[src/sv/dltq_pkg.sv]
// ----------------------------------------------------------------------------
// dltq_pkg
// Shared types and constants of the delta-list timer queue: request and
// result structs, function and result codes, controller states and the
// link and command structs of the cell chain.
// ----------------------------------------------------------------------------
package dltq_pkg;

  localparam int HANDLE_W    = 8;
  localparam int DELTA_W     = 32;
  localparam int TICKS_W     = 8;
  localparam int MS_W        = 10;
  localparam int KIND_W      = 2;
  // ticks times the tick scale fits in the sum of both widths
  localparam int TIME_W      = TICKS_W + MS_W;
  localparam int MAX_RESULTS = 16;
  localparam int NRES_W      = $clog2(MAX_RESULTS + 1);

  localparam logic [MS_W-1:0] TICK_SCALE_RESET = MS_W'(64);

  // function codes of a request
  localparam logic FUNC_ADD  = 1'b0;
  localparam logic FUNC_TICK = 1'b1;

  // result kinds
  localparam logic [KIND_W-1:0] KIND_ADDED    = 2'd0;
  localparam logic [KIND_W-1:0] KIND_REJECTED = 2'd1;
  localparam logic [KIND_W-1:0] KIND_EXPIRED  = 2'd2;
  localparam logic [KIND_W-1:0] KIND_NONE     = 2'd3;

  // register word index
  localparam logic REG_TICK_SCALE = 1'b0;

  typedef struct packed {
    logic                func;
    logic [HANDLE_W-1:0] handle;
    logic [DELTA_W-1:0]  wait_ms;
    logic [TICKS_W-1:0]  elapsed_ticks;
  } in_req_t;

  typedef struct packed {
    logic [KIND_W-1:0]   kind;
    logic [HANDLE_W-1:0] expired_handle;
    logic                last;
  } out_res_t;

  typedef enum logic [2:0] {
    ST_IDLE,
    ST_WALK,
    ST_TICK,
    ST_FIX,
    ST_RESP
  } state_e;

  // what one cell shows its neighbours
  typedef struct packed {
    logic [HANDLE_W-1:0] handle;
    logic [DELTA_W-1:0]  delta;
    logic [DELTA_W-1:0]  rem;    // search remainder held by this cell
    logic                pass;   // search token moves on to the next cell
    logic                hit;    // new entry goes into this cell
  } cell_link_t;

  // commands broadcast from the controller to every cell
  typedef struct packed {
    logic                hit_any;
    logic                pop;
    logic                fix;
    logic [DELTA_W-1:0]  fix_delta;
    logic [HANDLE_W-1:0] new_handle;
  } cell_cmd_t;

endpackage

[src/sv/dltq_cell.sv]
// ----------------------------------------------------------------------------
// dltq_cell
// One slot of the delta list. Holds a handle and a delta, takes part in the
// insertion search by passing a remainder token down the chain, and shifts
// its entry down on insert or up on a head pop.
// ----------------------------------------------------------------------------
module dltq_cell #(
  parameter int IDX   = 0,
  parameter int CNT_W = 5
) (
  input  logic                  clk_i,
  input  logic                  rst_ni,
  input  logic [CNT_W-1:0]      count_i,
  input  dltq_pkg::cell_cmd_t   cmd_i,
  input  dltq_pkg::cell_link_t  prev_i,
  input  dltq_pkg::cell_link_t  next_i,
  output dltq_pkg::cell_link_t  link_o
);

  logic [dltq_pkg::HANDLE_W-1:0] handle_q, handle_d;
  logic [dltq_pkg::DELTA_W-1:0]  delta_q, delta_d;
  logic [dltq_pkg::DELTA_W-1:0]  rem_q, rem_d;
  logic                          tok_q, tok_d;
  logic                          passed_q, passed_d;
  logic                          live;
  logic                          hit;
  logic                          pass;

  // search: stop here if the slot is empty or the new wait ends first
  assign live = count_i > CNT_W'(IDX);
  assign hit  = tok_q && (!live || (rem_q < delta_q));
  assign pass = tok_q && !hit;

  assign link_o.handle = handle_q;
  assign link_o.delta  = delta_q;
  assign link_o.rem    = rem_q;
  assign link_o.pass   = pass;
  assign link_o.hit    = hit;

  // next state of the slot
  always_comb begin
    handle_d = handle_q;
    delta_d  = delta_q;
    tok_d    = prev_i.pass;
    rem_d    = rem_q;
    passed_d = passed_q;
    if (prev_i.pass) begin
      rem_d = prev_i.rem - prev_i.delta;
    end
    if (cmd_i.hit_any) begin
      passed_d = 1'b0;
      if (hit) begin
        handle_d = cmd_i.new_handle;
        delta_d  = rem_q;
      end else if (!passed_q) begin
        // later entry: shift down; successor of the new entry is trimmed
        handle_d = prev_i.handle;
        delta_d  = prev_i.hit ? (prev_i.delta - prev_i.rem) : prev_i.delta;
      end
    end else if (cmd_i.pop) begin
      handle_d = next_i.handle;
      delta_d  = next_i.delta;
    end else if (cmd_i.fix && (IDX == 0)) begin
      delta_d = cmd_i.fix_delta;
    end
    if (pass) begin
      passed_d = 1'b1;
    end
  end

  always_ff @(posedge clk_i or negedge rst_ni) begin
    if (!rst_ni) begin
      tok_q    <= 1'b0;
      passed_q <= 1'b0;
    end else begin
      tok_q    <= tok_d;
      passed_q <= passed_d;
    end
  end

  always_ff @(posedge clk_i) begin
    handle_q <= handle_d;
    delta_q  <= delta_d;
    rem_q    <= rem_d;
  end

endmodule
[config.mk]
export PLATFORM = sky130hd
export DESIGN_NAME = dltq_cell
export DESIGN_NICKNAME = d
export VERILOG_FILES = /design/src/sv/dltq_pkg.sv /design/src/sv/dltq_cell.sv
export SDC_FILE = /design/constraint.sdc
export NUM_CORES = 1
export LEC_CHECK = 0
export ABC_AREA = 1
export BUFFER_PORTS_ARGS = -buffer_cell sky130_fd_sc_hd__buf_4
export CAP_MARGIN = 20
export CORE_UTILIZATION = 43
export CTS_CLUSTER_SIZE = 12
export DETAILED_ROUTE_END_ITERATION = 7
export PLACE_DENSITY = 0.67
export REMOVE_ABC_BUFFERS = 1
export SYNTH_ARGS = -nofsm -noshare
export SYNTH_HDL_FRONTEND = slang
export SYNTH_SLANG_ARGS = --single-unit
export TNS_END_PERCENT = 10
[constraint.sdc]
create_clock -name clk_i -period 8.9 [get_ports clk_i]
set_input_delay 0.89 -clock clk_i [delete_from_list [all_inputs] [get_ports clk_i]]
set_output_delay 0.89 -clock clk_i [all_outputs]
set_load 0.005 [all_outputs]
# Yosys cells after proc, flatten, opt, wreduce, memory -nomap -nowiden
# Index checks and enable logic that the tools add are counted.
# W data, S select, Z words.
word_totals:
  wordCells: 32
  ff_bits: 74
  output_inout_bits: 74
classes:
  n_addsub: 2
  reduce_logical: 10
  n_lt_le_gt_ge: 2
  muxes: 12
  n_eq_ne: 1
ops:
  columns: ["op", "count"]
  rows:
  - ["$mux W32", 6]
  - ["$sub A32 B32 Y32", 2]
  - ["$lt A32 B32 Y1", 1]
  - ["$mux W8", 4]
  - ["$gt A5 B1 Y1 const B", 1]
  - ["$reduce_and A2 Y1", 2]
  - ["$reduce_bool A2 Y1", 2]
  - ["$ne A3 B2 Y1 const B", 1]
  - ["$reduce_bool A3 Y1", 1]
  - ["$logic_and A1 B1 Y1", 2]
  - ["$logic_not A1 Y1", 2]
  - ["$mux W1", 2]
  - ["$logic_or A1 B1 Y1", 1]

# Longest topological paths before layout
depth:
  word_depth: 7
  ltp_mapped: 19

# Worst setup path before layout
# No wires, ideal clock.
synth_timing:
  path_type: "register to register"
  startpoint: "reg rem_q[5] (netlist name)"
  endpoint: "reg delta_q[0] (netlist name) (enable)"
  stages_incl_launch_ff: 14
  required_ps: 8459
  path_buffers: 1
  t_arrival_ps: 3281
  setup_time_ps: 441
  setup_slack_ps: 5179
  cell_sequence: "edfxtp_1 ha_1 a21oi_1 nor2_1 nor3_1 nand2_1 nand2_1 nand2_1 nand2_1 nand2_1 nand2_1 nand2_2 buf_2 a31oi_1"
synth_between:
  elab_chain_cells: 5
synth_rtl:
  columns: ["element", "line_no", "text"]
  rows:
  - ["start, declared", "dltq_cell.sv:22", "logic [dltq_pkg::DELTA_W-1:0] rem_q, rem_d;"]
  - ["start signal, assigned", "dltq_cell.sv:84", "rem_q <= rem_d;"]
  - ["$lt A32 B32 Y1", "dltq_cell.sv:31", "assign hit = tok_q && (!live || (rem_q < delta_q));"]
  - ["$logic_or A1 B1 Y1", "dltq_cell.sv:31", null]
  - ["$logic_and A1 B1 Y1", "dltq_cell.sv:31", null]
  - ["$ne A3 B2 Y1 (no line)", null, null]
  - ["$reduce_and A2 Y1 (no line)", null, null]
  - ["end signal, assigned", "dltq_cell.sv:83", "delta_q <= delta_d;"]
  - ["end, declared", "dltq_cell.sv:21", "logic [dltq_pkg::DELTA_W-1:0] delta_q, delta_d;"]
# Every way passes these cells.
# A chain may end at the register's enable or synchronous reset.

==> flow_summary_export.csv <==
group,metric,value,unit
sta,final.setup.tns,0,ps
flow_run,max_cap_viol_count,0,
logic_synthesis,synth.yosys.warnings,0,
grt,grt_start_max_net_pins,78,
clock_tree,postCtsSetupRepairBufs,0,
die,die_width,147,microns
pwr,power.density_cell_area,154,mW/mm^2
routing,post_route_antenna_net_violation_count,0,
final_layout,final_nets,1913,
die,io-pin-count,272,
grt,grt_first_pass_wirelength,46400,microns
logic_synthesis,synth-edff-count,72,
clock_tree,root_buffer,"sky130_fd_sc_hd__clkbuf_16",
logic_synthesis,mappedNetlistArea,0.00905,sq mm
routing,avgRoutedWirePerCell,15.7,microns
die,die_area,0.0216,sq mm
routing,finalWirelength,29800,microns
worst_setup_path,highest_fanout_seen_on_the_critical_path,43,
pwr,peak_supply_drop,119,uV
routing,drtPass1Iterations,5,
sta,grt_setup_unrepaired,"false",
logic_synthesis,synth-main-ff-cell,"sky130_fd_sc_hd__edfxtp_1",
worst_setup_path,cp_data_required_time,8010,ps
clock_tree,clock_latency,330,ps
routing,first_iter_violations,635,
sta,period_minus_slack,3730,ps
clock_tree,cts.repair.resized,0,
worst_setup_path,endpoint_kind,"output port",
final_layout,layout_commonest_cell,"sky130_fd_sc_hd__nand2_1",
logic_synthesis,synth.ff_latch_count,74,
sta,slew_viol_final,0,
clock_tree,ctsHtreeMaxLevel,3,
sta,setup_violations,0,
clock_tree,hold_buf_cts,0,
worst_setup_path,r2r_end,"handle_q[3]$_DFFE_PP_",
place,gp_routability_congestion,0.947,
logic_synthesis,avgSynthCellArea,6.35,sq um
worst_setup_path,setup.worst_path.class,"flip-flop to output port",
final_layout,fraction_of_layout_cells_with_a_size_suffix_above_1,0.182,
run_status,outcome,"complete, no violations",
final_layout,final_cell_mix,"413 x sky130_fd_sc_hd__nand2_1, 270 x sky130_fd_sc_hd__inv_1, 240 x sky130_fd_sc_hd__buf_4, 122 x sky130_fd_sc_hd__nor2_1, 97 x sky130_fd_sc_hd__nand3_1",
logic_synthesis,sequential_cell_area_fraction_in_the_yosys_report,0.244,
worst_setup_path,r2r_slack,5550,ps
place,portBuffers,237,
final_layout,diodes,0,
final_layout,finish.instance_area,0.0112,sq mm
logic_synthesis,syn-instance-count,1425,
grt,number_of_antenna_violations_at_the_first_check_in_global_routing,0,
final_layout,area_growth_from_synthesis_to_final_layout,24.2,%
sta,fin_skew,9.16,ps
sta,finalHoldViolations,0,
pwr,power.leakage,0.00625,uW
logic_synthesis,postSynth.asyncResetShare,0.0270,
clock_tree,clk_transition_reported_paths,60,ps
clock_tree,tritoncts.num_buffers,9,
clock_tree,cts.path.max_buffers,2,
die,count_of_standard_cell_rows,52,
grt,gr-total-overflow,0,
clock_tree,cts_tree,"done",
worst_hold_path,hold_path.class,"input port to asynchronous set/reset pin",
routing,avgViaCountPerCell,5.06,
sta,slew_at_the_pin_closest_to_its_max_slew_limit,1010,ps
grt,grtUsageTotal,0.275,
worst_setup_path,rr_worst_depth,12,
place,detailed_place.area,0.0109,sq mm
routing,detail_route.drc_violations,0,
worst_setup_path,worstPathArrival,2840,ps
clock_tree,clock-sinks,74,
die,effective_utilization_at_floorplan,0.443,
routing,num_vias,9584,
die,core_area,0.0204,sq mm
worst_setup_path,regToRegStartpoint,"rem_q[5]$_DFFE_PP_",
die,die_y,147,microns
sta,fmax,268,MHz
sta,post-route-period-util,0.419,
grt,first_global_vias,8894,
logic_synthesis,synth_cell_type_count,44,
worst_setup_path,critPathLaunchType,"flip-flop",
place,dpl.hpwl,24100,microns
sta,slew_headroom,0.324,
==> area by class of cell <==
class | instances | area [sq um]
fillers | 2106 | 9180
multi-input cells | 1017 | 5540
flip-flops and latches | 74 | 2210
repair buffers | 240 | 1800
inverters | 278 | 1040
well taps | 270 | 338
clock buffers | 10 | 229
clock inverters | 6 | 81.3
==> worst max-delay path, cell delays in order, from the launching register on <==
cell	delay, ps
sky130_fd_sc_hd__edfxtp_1	460
sky130_fd_sc_hd__ha_1	340
sky130_fd_sc_hd__nand2_1	70
sky130_fd_sc_hd__inv_1	50
sky130_fd_sc_hd__nand3_1	90
sky130_fd_sc_hd__a31oi_1	170
sky130_fd_sc_hd__nor2_1	50
sky130_fd_sc_hd__nand2_1	90
sky130_fd_sc_hd__nand2_1	50
sky130_fd_sc_hd__nand2_1	70
sky130_fd_sc_hd__nand2_1	80
sky130_fd_sc_hd__nand2_2	690
sky130_fd_sc_hd__inv_1	90
sky130_fd_sc_hd__buf_4	170
==> power breakdown <==
part	leakage [uW]	internal (uW)	switching [uW]	total, uW
Clock	0.000150	244	139	383
Sequential	0.000748	485	52.9	538
Combinational	0.00535	333	481	814
Total	0.00625	1060	673	1730
==> registers in the layout (all words and copies together) (netlist names) <==
name      cells
tok_q         1
rem_q        32
delta_q      32
passed_q      1
handle_q      8
==> through the flow <==
step                      hold slack [ps]  std cells   util  total power, uW  worst slack [ps]
after floorplan                       472       1369      -              981              4170
after global placement                559       1879  0.535             1330              5500
after detailed placement              581       1879  0.535             1350              5510
after CTS                             322       1895  0.551             1740              5170
after global routing                  327       1895  0.551             1860              4930
final                                 337       1895  0.551             1730              5170
==> worst max-delay path by stage <==
stage                   startpoint                    end  slack (ps)  cells past startpoint
2_1_floorplan   rem_q[5]$_DFFE_PP_   delta_q[0]$_DFFE_PP_        4170                     12
3_3_place_gp    rem_q[5]$_DFFE_PP_  handle_q[6]$_DFFE_PP_        5500                     12
3_5_place_dp    rem_q[5]$_DFFE_PP_  handle_q[6]$_DFFE_PP_        5510                     12
4_1_cts        rem_q[15]$_DFFE_PP_              link_o[0]        5170                     13
5_1_grt        rem_q[15]$_DFFE_PP_              link_o[0]        4930                     13
6_report       rem_q[15]$_DFFE_PP_              link_o[0]        5170                     13
==> logic make-up (layout without fill, tap and decap cells) <==
family                   after synthesis  in the layout  synth area share
buffers and inverters                334            534             0.145
flip-flops                            74             74             0.244
XOR/XNOR                              30             30            0.0290
AND/OR/NAND/NOR                      707            707             0.334
adder cells (fa/ha/maj)               95             95             0.133
AO/OA/AOI/OAI                        185            185             0.114
==> Yosys cell counts (2+ instances only) <==
master	count	share of area
sky130_fd_sc_hd__fa_1	2	0.0044
sky130_fd_sc_hd__a31oi_1	4	0.0028
sky130_fd_sc_hd__buf_4	8	0.0066
sky130_fd_sc_hd__nand2_2	12	0.0083
sky130_fd_sc_hd__o21bai_2	2	0.0025
sky130_fd_sc_hd__nor2_1	122	0.051
sky130_fd_sc_hd__nor3_1	6	0.0033
sky130_fd_sc_hd__o21bai_1	5	0.0041
sky130_fd_sc_hd__inv_2	7	0.0029
sky130_fd_sc_hd__o21ai_2	2	0.0019
sky130_fd_sc_hd__nor2_2	5	0.0035
sky130_fd_sc_hd__o22ai_1	6	0.0041
sky130_fd_sc_hd__ha_1	93	0.13
sky130_fd_sc_hd__inv_1	270	0.11
sky130_fd_sc_hd__clkbuf_1	20	0.0083
sky130_fd_sc_hd__nand3_2	2	0.0022
sky130_fd_sc_hd__xor2_1	27	0.026
sky130_fd_sc_hd__xnor2_1	3	0.0029
sky130_fd_sc_hd__o21ai_1	5	0.0028
sky130_fd_sc_hd__dfrtp_1	2	0.0055
sky130_fd_sc_hd__nand3b_1	37	0.031
sky130_fd_sc_hd__nor2_4	3	0.0037
sky130_fd_sc_hd__o21ai_0	68	0.038
sky130_fd_sc_hd__nand2_1	413	0.17
sky130_fd_sc_hd__edfxtp_1	72	0.24
sky130_fd_sc_hd__clkbuf_2	2	0.0011
sky130_fd_sc_hd__o21a_1	4	0.0033
sky130_fd_sc_hd__buf_1	2	0.00083
sky130_fd_sc_hd__o211ai_2	2	0.0028
sky130_fd_sc_hd__or2_2	3	0.0021
sky130_fd_sc_hd__nand3_1	97	0.054
sky130_fd_sc_hd__nand4_1	6	0.0041
sky130_fd_sc_hd__o211ai_1	4	0.0033
sky130_fd_sc_hd__a21oi_1	76	0.042
sky130_fd_sc_hd__buf_2	24	0.013
==> routing by layer <==
layer,up-vias,part of all wire,GRT usage
met5,-,0,0
met4,0,0.019,0.0747
met2,348,0.46,0.454
met3,31,0.069,0.0298
met1,4348,0.45,0.381
li1,4857,-,-
Power figures use the tool's default switching activity.
